$ cat config.mk
export PLATFORM = sky130hd
export DESIGN_NAME = tte_csr
export DESIGN_NICKNAME = d
export VERILOG_FILES = /design/src/rtl/tte_pkg.sv /design/src/rtl/tte_csr.sv
export SDC_FILE = /design/constraint.sdc
export NUM_CORES = 1
export LEC_CHECK = 0
export BUFFER_PORTS_ARGS = -buffer_cell sky130_fd_sc_hd__buf_2
export CAP_MARGIN = 30
export CELL_PAD_IN_SITES_DETAIL_PLACEMENT = 0
export CELL_PAD_IN_SITES_GLOBAL_PLACEMENT = 1
export CORE_MARGIN = 5
export CORE_UTILIZATION = 41
export DETAILED_ROUTE_END_ITERATION = 16
export GPL_ROUTABILITY_DRIVEN = 0
export PLACE_DENSITY_LB_ADDON = 0.1
export SLEW_MARGIN = 15
export SYNTH_ARGS = -nofsm -noshare
export SYNTH_HDL_FRONTEND = slang
export SYNTH_SLANG_ARGS = --single-unit
$ cat constraint.sdc
create_clock -name clock -period 2 [get_ports clock]
set_clock_uncertainty 0.05 [all_clocks]
set_input_delay 0.2 -clock clock [delete_from_list [all_inputs] [get_ports clock]]
set_output_delay 0.2 -clock clock [all_outputs]
set_load 0.02 [all_outputs]
$ cat src/rtl/tte_pkg.sv
// Shared types, register codes and helper functions of the tensor transpose engine.
`default_nettype none

package tte_pkg;

   localparam int NUM_AXES  = 4;
   localparam int DATA_W    = 8;
   localparam int SIZE_W    = 13;
   localparam int IDX_W     = 12;
   localparam int RANK_W    = 3;
   localparam int PERM_W    = 8;
   localparam int CSR_IDX_W = 3;

   localparam logic [SIZE_W-1:0] SIZE_MAX = 13'd4096;

   // Configuration register indexes
   localparam logic [CSR_IDX_W-1:0] REG_RANK   = 3'd0;
   localparam logic [CSR_IDX_W-1:0] REG_SIZE_0 = 3'd1;
   localparam logic [CSR_IDX_W-1:0] REG_SIZE_1 = 3'd2;
   localparam logic [CSR_IDX_W-1:0] REG_SIZE_2 = 3'd3;
   localparam logic [CSR_IDX_W-1:0] REG_SIZE_3 = 3'd4;
   localparam logic [CSR_IDX_W-1:0] REG_PERM   = 3'd5;

   // Reset values
   localparam logic [RANK_W-1:0] RANK_RESET = 3'd4;
   localparam logic [SIZE_W-1:0] SIZE_RESET = 13'd1;
   localparam logic [PERM_W-1:0] PERM_RESET = 8'd228;

   // Request function codes
   localparam logic FUNC_LOAD = 1'b0;
   localparam logic FUNC_EMIT = 1'b1;

   typedef enum logic [1:0] {
      PH_COUNT,
      PH_REWIND,
      PH_STEP,
      PH_NONE
   } phase_type;

   typedef struct packed {
      logic                     func;
      logic signed [DATA_W-1:0] value;
   } req_type;

   typedef struct packed {
      logic signed [DATA_W-1:0] elem;
      logic                     last;
      logic                     error;
   } rsp_type;

   typedef struct packed {
      logic [RANK_W-1:0]                rank;
      logic [NUM_AXES-1:0][SIZE_W-1:0]  size;
      logic [PERM_W-1:0]                perm;
   } cfg_type;

   // Controller to datapath command
   typedef struct packed {
      logic      run;
      phase_type phase;
      logic [1:0] axis;
      logic      first;
   } cmd_type;

   // Extent clamped to 1..4096
   function automatic logic [SIZE_W-1:0] eff_size(input logic [SIZE_W-1:0] s);
      logic [SIZE_W-1:0] r;
      r = s;
      if (s == '0) begin
         r = 13'd1;
      end else if (s > SIZE_MAX) begin
         r = SIZE_MAX;
      end
      return r;
   endfunction

   // Rank clamped to 1..lim
   function automatic logic [RANK_W-1:0] eff_rank(input logic [RANK_W-1:0] rank,
                                                  input logic [RANK_W-1:0] lim);
      logic [RANK_W-1:0] r;
      r = rank;
      if (rank == '0) begin
         r = 3'd1;
      end else if (rank > lim) begin
         r = lim;
      end
      return r;
   endfunction

endpackage

`default_nettype wire

$ cat src/rtl/tte_csr.sv
// Configuration registers of the tensor transpose engine.
`default_nettype none

module tte_csr
   import tte_pkg::*;
(
   input  wire logic                 clock,
   input  wire logic                 reset,
   input  wire logic                 csr_we,
   input  wire logic [CSR_IDX_W-1:0] csr_index,
   input  wire logic [SIZE_W-1:0]    csr_wdata,
   output cfg_type                   cfg,
   output logic                      cfg_wr
);

   cfg_type cfg_ff;
   cfg_type cfg_in;

   // Decode the write; writes beyond the register list are ignored
   always_comb begin
      cfg_in = cfg_ff;
      cfg_wr = 1'b0;
      if (csr_we) begin
         case (csr_index)
            REG_RANK: begin
               cfg_in.rank = csr_wdata[RANK_W-1:0];
               cfg_wr      = 1'b1;
            end
            REG_SIZE_0: begin
               cfg_in.size[0] = csr_wdata;
               cfg_wr         = 1'b1;
            end
            REG_SIZE_1: begin
               cfg_in.size[1] = csr_wdata;
               cfg_wr         = 1'b1;
            end
            REG_SIZE_2: begin
               cfg_in.size[2] = csr_wdata;
               cfg_wr         = 1'b1;
            end
            REG_SIZE_3: begin
               cfg_in.size[3] = csr_wdata;
               cfg_wr         = 1'b1;
            end
            REG_PERM: begin
               cfg_in.perm = csr_wdata[PERM_W-1:0];
               cfg_wr      = 1'b1;
            end
            default: begin
               cfg_wr = 1'b0;
            end
         endcase
      end
   end

   always_ff @(posedge clock) begin
      if (reset) begin
         cfg_ff.rank <= RANK_RESET;
         cfg_ff.size <= {NUM_AXES{SIZE_RESET}};
         cfg_ff.perm <= PERM_RESET;
      end else begin
         cfg_ff <= cfg_in;
      end
   end

   assign cfg = cfg_ff;

endmodule

`default_nettype wire

# ---- Yosys cells after proc, flatten, opt, wreduce, memory -nomap -nowiden
# Cells that the tools add are included.
dict set report word_totals {
  ff_bits 63
  in_bits 19
  output_inout_bits 64
}
dict set report classes {
  eq_ne 5
  mux 2
  n_reduce_logical 8
}
# cell n
set ops {}
lappend ops {{$reduce_and A2 Y1} 6}
lappend ops {{$eq A3 B2 Y1 const B} 2}
lappend ops {{$eq A3 B3 Y1 const B} 2}
lappend ops {{$reduce_or A6 Y1} 1}
lappend ops {{$eq A3 B1 Y1 const B} 1}
lappend ops {{$logic_not A3 Y1} 1}
lappend ops {{$mux W1} 2}

# ---- Logic depth before layout (Yosys ltp)
dict set report depth {
  word_depth 4
  mapped_depth 5
  mapped_depth_nobuf 2
}

# ---- Least setup slack after synthesis
# OpenSTA, ideal clock, no wires.
dict set report synth_path {
  path_kind {input to register}
  start {in csr_index[0]}
  end {reg cfg_ff, in the netlist cfg[61]}
  arrival_ns 0.951
  required_time_ns 1.826
  setup_slack_ns 0.875
  cell_stages 3
  path_buffers 1
  cell_sequence {or4b_1 -> buf_2 -> mux2i_1}
}
dict set report synth_between {
  elab_chain_len 2
}
# element line_no
set synth_lines {}
lappend synth_lines {{from (decl)} tte_csr.sv:10} ;# input wire logic [CSR_IDX_W-1:0] csr_index,
lappend synth_lines {{$logic_not A3 Y1} tte_csr.sv:24} ;# case (csr_index)
lappend synth_lines {{$reduce_and A2 Y1 (no line)} n/a}
lappend synth_lines {{to (signal assigned)} tte_csr.sv:62} ;# cfg_ff <= cfg_in;
lappend synth_lines {{to (decl)} tte_csr.sv:16} ;# cfg_type cfg_ff;
# Every way passes these cells.
# A chain may end at the register's enable or synchronous reset.

# ---- Worst setup path after layout
dict set report layout_path {
  start {reg cfg_ff, in the netlist cfg[60]}
  end {out cfg[60] in the netlist's numbering}
}
# element line_no
set layout_rtl {}
lappend layout_rtl {{to (decl)} tte_csr.sv:12} ;# output cfg_type cfg,
# No word-level cell between the ends.

==> results.yml <==
pwr:
  p_sw_mw: 0.580
  internal-power_mw: 1.95
  p_per_area_nw_per_um2: 795
  irDropWorstVdd_mv: 0.375
  p_leak_nw: 1.64
  sequentialPowerShare: 0.513
  pwr-share-clk: 0.401
  swShare: 0.229
  p_comb_frac: 0.086
global_route:
  grt.total_usage: 0.152
  antenna_found_initial: 0
  grt_max_degree: 82
  grt_pass1_vias: 1788
  grt_pass1_wl_mm: 8.94
  grt_remaining_overflow: 0
hold_path:
  hp-class: "in -> reg"
  min_path_cells: 3
  min_from: "csr_wdata[7]"
  hold_path_end: "cfg[7]"
layout:
  nFillCells: 540
  seqCellArea_um2: 1260
  postLayoutCellArea_um2: 3180
  largest_reg_flops: 63
  multi_input_area_um2: 1180
  fin_nets: 332
  drive_gt1_frac: 0.316
  synthToLayoutAreaGrowth_pct: 25.6
  diodes: 0
setup_path:
  cp_max_fo: 2
  criticalPathCategory: "reg -> out"
  worstRegToRegCells: 2
  max_stage_delay_ns: 0.35
  start_kind: "register"
  worstPathCellList: "buf_2"
  ff2ff_setup_slack_ns: 1.35
  slowest_stage: "dfxtp_1"
  worstPathRequired_ns: 1.75
  crit_buf_inv: 1
  critPathArrivalTime_ns: 0.85
  cp-end-kind: "primary output"
  cp_top_family: "flip-flops"
  worstReg2RegEnd: "cfg[7]"
  r2r-start: "cfg[7]"
placement:
  dpl-instance-area_um2: 3000
  post-dp-hpwl_mm: 3.81
  port_buffers: 82
clock_network:
  worstSkewPairLatency_ns: 0.32
  cts_root_buf: "clkbuf_8"
  cts_hold_buf: 0
  cts_tree: "done"
  cts_made_buffers: 9
  htreeDepth: 3
  clock-sinks: 63
  post_cts_resize_count: 0
  clockBufferDepth: 2
  cts_setup_buffers: 0
  clk_pin_slew_ns: 0.07
yosys:
  synth-edff-count: 0
  yosys_warnings: 0
  syn_nets: 252
  synthTopCellsByArea: "dfxtp_1 50%, mux2i_1 25%, nand2b_1 17%"
  synth_ff_type: "dfxtp_1"
  synth_commonest_cells: "67 x nand2b_1, 63 x dfxtp_1, 63 x mux2i_1, 14 x nor2_1, 8 x buf_2"
  syn_area_per_cell_um2: 10.9
  synth-seq-cells: 63
  synthArstFlopShare: 0
  ys_seq_area_frac: 0.498
  yosysTopAreaCell: "dfxtp_1"
  netlist_area_um2: 2530
  yosysMostFrequentCell: "nand2b_1"
  yosysTopAreaCellShare: 0.498
  yosysUniqueCellTypes: 13
  synthCells: 233
route:
  num_vias: 1851
  vias_per_cell: 4.73
  drc: 0
  wl_per_cell_um: 14.5
  dr.first_iter.drc_count: 73
  wirelength_mm: 5.66
  dr.pass1.iters: 4
  drtAntennaViolNets: 0
sta:
  slew_violations: 0
  maxClockFrequency_mhz: 908
  finalCritPeriodShare: 0.551
  hold_viol_final: 0
  tns_ns: 0
  final-setup-viol-count: 0
  tightest_slew_ns: 0.354
  rsz0062_at_grt: "false"
  slew_headroom: 0.764
  fin_crit_ns: 1.10
die:
  die_y_um: 88.6
  rows: 28
  fp.dieW_um: 88.6
  core_area_um2: 5960
  die_area_um2: 7850
  start_util: 0.425
  ioPinCount: 83
status:
  status: "finished, final reports clean"
run:
  maxCapViolCount: 0
## worst max path at each step
stage	startpoint	end	slack, ns	cells past startpoint
after floorplan	csr_index[0]	cfg[61]	0.88	3
after global placement	csr_index[0]	cfg[61]	0.72	3
after detailed placement	csr_index[0]	cfg[61]	0.70	3
after CTS	cfg[60]	cfg[60]	0.87	1
after global routing	cfg[31]	cfg[31]	0.85	1
final	cfg[60]	cfg[60]	0.90	1
## per-layer routing
layer	routed length, µm	share of wire	GRT usage	vias to the layer above
met3	412	0.073	0.0438	11
met5	0	0	0	-
met1	2620	0.46	0.193	850
li1	-	-	-	932
met2	2520	0.45	0.237	58
met4	102	0.018	0.0742	0
## area by class of cell
| class | instances | area share |
|---|---|---|
| sequential | 63 | 0.397 |
| multi-input combinational | 152 | 0.372 |
| timing repair buffer | 87 | 0.145 |
| clock buffer | 14 | 0.0574 |
| tap | 75 | 0.0295 |
## logic make-up (layout without fill, tap and decap cells)
family | count (synthesis) | after routing | share of synthesized area
compound gates | 1 | 1 | 0.00297
buf+inv | 18 | 101 | 0.0351
flops | 63 | 63 | 0.498
mux | 63 | 63 | 0.249
simple gates | 88 | 88 | 0.215
## per-stage QoR
stage / util / total power [mW] / hold slack [ns] / setup WS, ns / cells
4_1_cts: 0.534 / 2.57 / 0.0881 / 0.868 / 391
3_5_place_dp: 0.503 / 1.54 / 0.408 / 0.695 / 377
5_1_grt: 0.534 / 2.64 / 0.126 / 0.853 / 391
6_report: 0.534 / 2.53 / 0.106 / 0.899 / 391
3_3_place_gp: 0.503 / 1.54 / 0.404 / 0.716 / 377
2_1_floorplan: - / 1.47 / 0.317 / 0.875 / 233
## power groups by stage
stage          clock network, mW  registers (mW)  logic, mW
3_3_place_gp                   0            1.32      0.220
3_5_place_dp                   0            1.32      0.221
4_1_cts                     1.05            1.30      0.222
2_1_floorplan                  0            1.36      0.108
5_1_grt                     1.10            1.30      0.237
6_report                    1.01            1.30      0.218
## cells in the final DEF, fill, tap and decap left out, types with 2 or more instances in the layout
master     Yosys  layout
buf_4          3       4
clkbuf_8       0      13
nand4bb_1      2       2
nor2_1        14      14
mux2i_1       63      63
dfxtp_1       63      63
buf_2          8      82
nand4b_1       2       2
nand2b_1      67      67
## worst min-delay path: stages
cell,delay [ns]
buf_2,0.09
nor2_1,0.04
mux2i_1,0.11
(Power assumes the default switching activity.)
