## src/rtl/tte_pkg.sv

```systemverilog
// Shared types, register codes and helper functions of the tensor transpose engine.
`default_nettype none

package tte_pkg;

   localparam int NUM_AXES  = 4;
   localparam int DATA_W    = 8;
   localparam int SIZE_W    = 13;
   localparam int IDX_W     = 12;
   localparam int RANK_W    = 3;
   localparam int PERM_W    = 8;
   localparam int CSR_IDX_W = 3;

   localparam logic [SIZE_W-1:0] SIZE_MAX = 13'd4096;

   // Configuration register indexes
   localparam logic [CSR_IDX_W-1:0] REG_RANK   = 3'd0;
   localparam logic [CSR_IDX_W-1:0] REG_SIZE_0 = 3'd1;
   localparam logic [CSR_IDX_W-1:0] REG_SIZE_1 = 3'd2;
   localparam logic [CSR_IDX_W-1:0] REG_SIZE_2 = 3'd3;
   localparam logic [CSR_IDX_W-1:0] REG_SIZE_3 = 3'd4;
   localparam logic [CSR_IDX_W-1:0] REG_PERM   = 3'd5;

   // Reset values
   localparam logic [RANK_W-1:0] RANK_RESET = 3'd4;
   localparam logic [SIZE_W-1:0] SIZE_RESET = 13'd1;
   localparam logic [PERM_W-1:0] PERM_RESET = 8'd228;

   // Request function codes
   localparam logic FUNC_LOAD = 1'b0;
   localparam logic FUNC_EMIT = 1'b1;

   typedef enum logic [1:0] {
      PH_COUNT,
      PH_REWIND,
      PH_STEP,
      PH_NONE
   } phase_type;

   typedef struct packed {
      logic                     func;
      logic signed [DATA_W-1:0] value;
   } req_type;

   typedef struct packed {
      logic signed [DATA_W-1:0] elem;
      logic                     last;
      logic                     error;
   } rsp_type;

   typedef struct packed {
      logic [RANK_W-1:0]                rank;
      logic [NUM_AXES-1:0][SIZE_W-1:0]  size;
      logic [PERM_W-1:0]                perm;
   } cfg_type;

   // Controller to datapath command
   typedef struct packed {
      logic      run;
      phase_type phase;
      logic [1:0] axis;
      logic      first;
   } cmd_type;

   // Extent clamped to 1..4096
   function automatic logic [SIZE_W-1:0] eff_size(input logic [SIZE_W-1:0] s);
      logic [SIZE_W-1:0] r;
      r = s;
      if (s == '0) begin
         r = 13'd1;
      end else if (s > SIZE_MAX) begin
         r = SIZE_MAX;
      end
      return r;
   endfunction

   // Rank clamped to 1..lim
   function automatic logic [RANK_W-1:0] eff_rank(input logic [RANK_W-1:0] rank,
                                                  input logic [RANK_W-1:0] lim);
      logic [RANK_W-1:0] r;
      r = rank;
      if (rank == '0) begin
         r = 3'd1;
      end else if (rank > lim) begin
         r = lim;
      end
      return r;
   endfunction

endpackage

`default_nettype wire

```

## src/rtl/tte_ctrl.sv

```systemverilog
// Controller: sequences the setup pass after reset and configuration writes.
`default_nettype none

module tte_ctrl
   import tte_pkg::*;
(
   input  wire logic clock,
   input  wire logic reset,
   input  wire logic cfg_wr,
   output cmd_type   cmd
);

   typedef enum logic {
      ST_SETUP,
      ST_RUN
   } state_type;

   localparam logic [3:0] LAST_STEP = 4'd11;

   state_type  state_ff;
   state_type  state_in;
   logic [3:0] step_ff;
   logic [3:0] step_in;

   // Next state: a config write restarts the setup pass
   always_comb begin
      state_in = state_ff;
      step_in  = step_ff;
      if (cfg_wr) begin
         state_in = ST_SETUP;
         step_in  = '0;
      end else begin
         case (state_ff)
            ST_SETUP: begin
               if (step_ff == LAST_STEP) begin
                  state_in = ST_RUN;
                  step_in  = '0;
               end else begin
                  step_in = step_ff + 4'd1;
               end
            end
            ST_RUN: begin
               step_in = '0;
            end
            default: begin
               state_in = ST_SETUP;
               step_in  = '0;
            end
         endcase
      end
   end

   always_ff @(posedge clock) begin
      if (reset) begin
         state_ff <= ST_SETUP;
         step_ff  <= '0;
      end else begin
         state_ff <= state_in;
         step_ff  <= step_in;
      end
   end

   // Command decode: four axes per phase
   always_comb begin
      cmd.run   = (state_ff == ST_RUN);
      cmd.first = (step_ff[1:0] == 2'd0);
      cmd.phase = PH_NONE;
      cmd.axis  = '0;
      if (state_ff == ST_SETUP) begin
         case (step_ff[3:2])
            2'd0: begin
               cmd.phase = PH_COUNT;
               cmd.axis  = 2'd3 - step_ff[1:0];
            end
            2'd1: begin
               cmd.phase = PH_REWIND;
               cmd.axis  = step_ff[1:0];
            end
            2'd2: begin
               cmd.phase = PH_STEP;
               cmd.axis  = 2'd3 - step_ff[1:0];
            end
            default: begin
               cmd.phase = PH_NONE;
               cmd.axis  = '0;
            end
         endcase
      end
   end

endmodule

`default_nettype wire

```

## config.mk

```make
export PLATFORM = sky130hd
export DESIGN_NAME = tte_ctrl
export DESIGN_NICKNAME = d
export VERILOG_FILES = /design/src/rtl/tte_pkg.sv /design/src/rtl/tte_ctrl.sv
export SDC_FILE = /design/constraint.sdc
export NUM_CORES = 1
export LEC_CHECK = 0
export BUFFER_PORTS_ARGS = -buffer_cell sky130_fd_sc_hd__buf_2
export CORE_AREA = 2 2 39 41
export CTS_CLUSTER_SIZE = 24
export DETAILED_ROUTE_END_ITERATION = 7
export DIE_AREA = 0 0 41 43
export HOLD_SLACK_MARGIN = 0.08
export PLACE_DENSITY = 0.48
export SETUP_SLACK_MARGIN = 0.05
export SLEW_MARGIN = 10
export SYNTH_ARGS = -nofsm -noshare
export SYNTH_HDL_FRONTEND = slang
export SYNTH_SLANG_ARGS = --single-unit
```

## constraint.sdc

```tcl
create_clock -name clock -period 2.91 [get_ports clock]
set_input_delay 0 -clock clock [delete_from_list [all_inputs] [get_ports clock]]
set_output_delay 0 -clock clock [all_outputs]
set_load 0.01 [all_outputs]
```

# After elaboration in Yosys (flattened, before gate mapping)
# Cells that the tools add are included.
# word_totals
in_bits	3
word_cells	17
register_bits	5
output_inout_bits	6
# classes
add_sub_neg	2
bitwise	1
muxes	6
n_reduce_logical	3
n_eq_ne	3
# ops
operator	count
$pmux W4 S3	1
$mux W4	2
$pmux W4 S2	1
$add A4 B1 Y4 const B	1
$eq A4 B4 Y1 const B	1
$logic_not A2 Y1	2
$eq A2 B1 Y1 const B	1
$eq A2 B2 Y1 const B	1
$mux W1	2
$reduce_or A2 Y1	1
$sub A2 B2 Y2 const A	1
$not A1 Y1	1

# Logic depth before layout (Yosys ltp)
# Gate-level depths: netlist of run 1.
# logic_depth
depth_word	3
depth_mapped	4
ltp_nobuf	4

# Worst setup path after synthesis of run 1
# No wires, ideal clock.
# synth_path
path_type	flip-flop to flip-flop
startpoint	register step_ff[0]
endpoint	register step_ff[2]
required_time_ns	2.846
period_less_slack_ns	1.277
t_arrival_ns	1.213
slack_ns	1.633
setup_ns	0.064
stages_incl_launch_ff	5
path_buffers	0
cell_sequence	dfxtp_1 > ha_1 > and3b_1 > or4_4 > nor2_1
# synth_via
elab_chain_cells	3
word_cells_on_any_way	4
cone_classes	1 x add/sub; 1 x eq/ne; 2 x mux
# synth_lines
item	line_no	rtl
from (decl)	tte_ctrl.sv:22	logic [3:0] step_ff;
from (signal assigned)	tte_ctrl.sv:59	step_ff <= step_in;
$add A4 B1 Y4 or $eq A4 B4 Y1 (tied branches)	tte_ctrl.sv:39, tte_ctrl.sv:35	
$mux W4 *	tte_ctrl.sv:35	if (step_ff == LAST_STEP) begin
$pmux W4 S2 *	tte_ctrl.sv:33	case (state_ff)
# Mark *: on every way between the ends. The rest lies on a longest branch, timed or not.
# A chain may end at the register's enable or synchronous reset.

# Worst setup path after layout of run 1
# layout_path
startpoint	register step_ff[0]
endpoint	register state_ff
# layout_via
elab_chain_cells	3
# layout_lines
item	line_no	rtl
$eq A4 B4 Y1	tte_ctrl.sv:35	
$mux W1	tte_ctrl.sv:35	
$mux W1	tte_ctrl.sv:33	
to (signal assigned)	tte_ctrl.sv:58	state_ff <= state_in;
to (decl)	tte_ctrl.sv:20	state_type state_ff;
# Every way passes these cells.

==> metrics.txt, run 1 <==
final hold vios 0; synthesized cell area about 250 sq um; met1 GRT Util a little under a tenth; global routing usage on met2 under 10%; r2r setup slk approximately 1.4 ns; syn nets 34; Port Buffers 8; Worst-path clk slew approximately 0.05 ns; Avg WL per Cell 8.254 um; Setup violations, final 0; maximum vdd drop about 110 uV; fin crit share between 50% and 60%; Worst Reg-to-Reg Cells 5; setup TNS 0 ns; die area between 1500 and 2000 sq um; Critical R2R Capture state_ff; antenna fix cells 0; Rel. slew slack a little under nine tenths; Worst Skew between 0.004 and 0.005 ns; Vias roughly 220; Core Util, Final around a quarter; H-Tree Depth 1; Hold Crit Start step_ff[0]; critical path launch point step_ff[0]; synth cell count leaders 7 x nor2_1, 5 x dfxtp_1, 3 x inv_1; Worst Path Required ~3.1 ns; Worst Hold Class register to register; number of flops mapped to enable cells by yosys 0; Power Density between 400 and 500 nW/um^2; Die X approximately 40 um; first-pass GRT wire length roughly 800 um; total power between 0.15 and 0.2 mW; RSZ-0062 raised after global routing no; status finished clean; initial antenna violation count 0; Final Max Slew Viols 0; Global Route met3 Usage about 6.3%; P&R area growth vs syn 43.28%; hold_ws 0.4708 ns; CP max FO 4; largest net degree at the start of global routing 8; worst reg2reg startpoint step_ff[0]; floorplan core area ~1400 sq um; Lkg Pwr 0.1722 nW; Num CTS Buffers 3; Initial Utilization 18.17%; Worst-Skew Late Latency 0.24 ns; RD Place Congestion roughly 0.62; dpl cell area 304.0 sq um; global route overflow 0; DRT Pass-1 Iters 4; busiest grt layer met4; Ports 9; post-synth top area share between 30% and 40%; Setup crit end kind register; end of the critical path state_ff; Least-Margin Pin Slew about 0.22 ns; vias in the first global route 180; TritonCTS sink count 5; crit start category register; highest clock rate about 0.64 GHz; Top FF cell, synth dfxtp_1; post-synthesis sequential area ratio around two fifths; Vias/cell 3.797; Cell variety after synth 14; Mapped Cells 29; Post-Route WL 487 um; Clock Tree Root clkbuf_4; CTS Buffer Depth 2; DRT antenna net count 0; First DRT Iteration DRCs 2; most frequent cell after synthesis nor2_1; top post-synthesis cells by area dfxtp_1 40%, nor2_1 10%, ha_1 10%; Post CTS Setup Buffer Count 0; total track usage 8.040%; register bit total from synthesis 5; final instance area 360.3 sq um; Synth Area per Inst between 8 and 9 sq um; Setup CP Type register to register; fin crit period between 1.5 and 2 ns; layout cells sized above 1 32.56%; DRC viols 0; Max Cap Viol 0; Syn. warnings 0; cell taking the most area after synthesis dfxtp_1; CTS tree built; die height about 43 um; num rows 14; Nets 49; CP Data Arrival Time 1.74 ns; asr flop ratio synth 0%
[registers in the layout, indices dropped and copies added (netlist names)]
register and flops:
state_ff 1, step_ff 4
[worst max-delay path, stage by stage, from the launching register on]
cell and delay [ns]:
dfxtp_1 0.38, ha_1 0.22, and3b_1 0.19, nor2_1 0.05
nor3_1 0.12, dlygate4sd3_1 0.55
[how the worst min path moves through the flow]
stage / endpoint / slack, ns / cells after the start
CTS: step_ff[0] / 0.47 / 1
global placement: state_ff / 0.18 / 2
detailed placement: state_ff / 0.19 / 2
global route: step_ff[0] / 0.52 / 1
floorplan: state_ff / 0.08 / 1
finish: step_ff[0] / 0.47 / 1
[logic make-up after synthesis]
group | count (synthesis) | synth area share (%)
AND/OR/NAND/NOR | 14 | 29.85
flip-flops | 5 | 39.80
buffers and inverters | 4 | 7.463
AO/OA/AOI/OAI | 2 | 5.968
XOR/XNOR | 2 | 6.966
adder cells (fa/ha/maj) | 2 | 9.949
[per-layer routing]
layer  share of wire, %  routed length, um
met3                7.4                 36
met1                 47                229
met5                  0                  0
met4                  0                  0
met2                 45                220
[placed cells by master, fill, tap and decap left out]
| cell type | count |
|---|---|
| a211oi_1 | 2 |
| and3b_1 | 1 |
| buf_2 | 8 |
| clkbuf_1 | 1 |
| clkbuf_4 | 3 |
| dfxtp_1 | 5 |
| dlygate4sd3_1 | 3 |
| ha_1 | 2 |
| inv_1 | 3 |
| nand3_1 | 1 |
| nor2_1 | 7 |
| nor2b_1 | 1 |
| nor3_1 | 1 |
| or2_2 | 2 |
| or4_4 | 1 |
| xnor2_1 | 1 |
| xor2_1 | 1 |
[repair_timing]
| action | CTS | global route |
|---|---|---|
| hold buffers | 3 | 0 |
| resized for setup | 0 | 0 |
| hold endpoints to repair | 5 | 0 |
[through the flow]
stage / instances / worst slack [ns]
finish: 59 / 1.356
global route: 59 / 1.180
CTS: 59 / 1.345
detailed placement: 52 / 1.550
global placement: 52 / 1.555
floorplan: 29 / 1.633
[cell type report]
cell class	count	area, sq um
clock buffers	4	26.28
fillers	157	1023
inverters	3	11.26
multi-input cells	20	132.6
flip-flops and latches	5	100.1
well taps	16	20.02
repair buffers	11	70.07
[power by group]
part | switching, mW | total, mW | internal, mW
Combinational | 0.00679 | 0.0145 | 0.00768
Sequential | 0.00143 | 0.0715 | 0.0701
Clock | 0.0303 | 0.0822 | 0.0520
Total | 0.0385 | 0.168 | 0.130
No activity file was read; power rests on OpenSTA's default activity.
==> run 2: changes to the inputs <==
clock period = 1.6 ns   (was 2.91 ns; I/O delays follow)
==> run 2 against run 1 <==
Global-route usage is 0.80 points lower. Fmax increased by 5.5%. Sequential cell count unchanged. Critical path type unchanged. Critical endpoint unchanged. Largest power group unchanged. Highest routed layer is now met4.
==> metrics.txt, run 2 (synthesized netlist as in run 1, its figures left out) <==
DRT Pass-1 Iters 1 (-3); crit start category register; filler cell count 158 (+0.64%); commonest non-fill, non-tap cell in the layout buf_2; total track usage 7.236% (-0.80 points); final hold vios 0 (unchanged); Core Util, Final 26.40% (+0.36 points); Nets 49 (unchanged); Num CTS Buffers 3 (unchanged); hold path endpoint step_ff[0]; Setup crit end kind register; die height 43 um (unchanged); Avg WL per Cell 8.203 um (-0.62%); First DRT Iteration DRCs 0 (-2); status finished clean; initial antenna violation count 0 (unchanged); Die X 41 um (unchanged); worst reg2reg startpoint step_ff[0]; CP max FO 4 (unchanged); Vias 229 (+2.2%); Global Route met3 Usage 3.141% (-3.1 points); global routing usage on met2 8.750% (+0.94 points); Setup violations, final 0 (unchanged); layout cells sized above 1 39.53% (+7.0 points); floorplan core area 1384 sq um (unchanged); met1 GRT Util 7.419% (-1.6 points); Max Cap Viol 0 (unchanged); Lkg Pwr 0.1703 nW (-1.1%); Worst Skew 0.005131 ns (+0.001100 ns); WHS Path Cells 1 (unchanged); Rel. slew slack 84.93% (-0.30 points); Vias/cell 3.881 (+2.2%); maximum vdd drop 203.0 uV (+78%); Worst Reg-to-Reg Cells 5 (unchanged); largest reg by FF count step_ff; Initial Utilization 18.17% (unchanged); Worst-Skew Late Latency 0.24 ns (about the same); total power 0.3022 mW (+80%); Cell Count, Final, Fillers Out 59 (unchanged); CTS tree built; DRC viols 0 (unchanged); setup TNS 0 ns (unchanged); Post CTS Setup Buffer Count 0 (unchanged); Setup CP Type register to register; Clock Tree Root clkbuf_4; Power Density 827.1 nW/um^2 (+77%); CP Data Arrival Time 1.66 ns (-0.08 ns); max reg flops 4 (unchanged); top flop regs step_ff x4, state_ff x1; Port Buffers 8 (unchanged); RSZ-0062 raised after global routing no; CTS Buffer Depth 2 (unchanged); vias in the first global route 202 (+12%); busiest grt layer met4; Ports 9 (unchanged); TritonCTS sink count 5 (unchanged); Critical R2R Capture state_ff; fin crit period 1.472 ns (-0.08145 ns); Worst-path clk slew 0.05 ns (about the same); Worst Hold Class register to register; Final Max Slew Viols 0 (unchanged); H-Tree Depth 1 (unchanged); commonest non-fill, non-tap cells in the layout 8 x buf_2, 7 x nor2_1; global route overflow 0 (unchanged); P&R area growth vs syn 45.27%; die area 1763 sq um (unchanged); largest net degree at the start of global routing 8 (unchanged); fin crit share 92.01% (+39 points); post-placement cell count 52 (unchanged); num rows 14 (unchanged); Worst Path Required 1.79 ns (-1.31 ns); RD Place Congestion 0.6437 (+4.0%); antenna fix cells 0 (unchanged); Hold Crit Start step_ff[0]; Post-Route WL 484 um (-0.62%); highest clock rate 0.6793 GHz (+5.5%); r2r setup slk 0.13 ns (-1.23 ns); first-pass GRT wire length 759 um (-5.1%); DRT antenna net count 0 (unchanged); Least-Margin Pin Slew 0.2258 ns (+0.004458 ns)
[run 2: how the worst max path moves through the flow]
stage                     from    endpoint  cells after the start
floorplan           step_ff[0]  step_ff[2]                      4
global placement    step_ff[0]  step_ff[2]                      4
detailed placement  step_ff[0]  step_ff[2]                      4
CTS                 step_ff[0]    state_ff                      5
global route        step_ff[0]    state_ff                      5
finish              step_ff[0]    state_ff                      5
[run 2: layer usage]
| layer | share of wire (%) | routed length, um |
|---|---|---|
| met1 | 47 | 228 |
| met2 | 42 | 203 |
| met3 | 9.9 | 48 |
| met4 | 0.83 | 4 |
| met5 | 0 | 0 |
[run 2: area by class of cell]
type	instances	area, sq um	share of cell area (%)
Inverter	3	11.26	3.082
Multi-Input combinational cell	20	135.1	36.99
Tap cell	16	20.02	5.479
Timing Repair Buffer	11	70.07	19.18
Clock buffer	4	26.28	7.192
Sequential cell	5	102.6	28.08
[run 2: what timing repair did]
| action | in CTS | in global routing |
|---|---|---|
| hold buffers | 3 | 0 |
| setup endpoints to repair | 0 | 1 |
| hold endpoints to repair | 5 | 0 |
| gates resized for setup | 0 | 3 |
[run 2: where the power goes]
part / internal (mW) / leakage, nW / switching (mW) / total (mW)
clock network: 0.0943 / 0.0150 / 0.0514 / 0.146
logic: 0.0138 / 0.114 / 0.0122 / 0.0260
registers: 0.128 / 0.0414 / 0.00243 / 0.130
total: 0.236 / 0.170 / 0.0660 / 0.302
[run 2: worst max-delay path, cell delays in order, from the launching register on]
cell,delay [ns]
dfxtp_2,0.34
ha_2,0.19
and3b_1,0.17
nor2_1,0.05
nor3_1,0.11
dlygate4sd3_1,0.55
[run 2: per-stage QoR]
stage,worst slack [ns],area [sq um],hold slack (ns)
2_1_floorplan,0.3231,251.5,0.07679
3_3_place_gp,0.2530,304.0,0.1801
3_5_place_dp,0.2445,304.0,0.1811
4_1_cts,0.07618,360.3,0.4690
5_1_grt,0.05663,365.4,0.4456
6_report,0.1278,365.4,0.4291
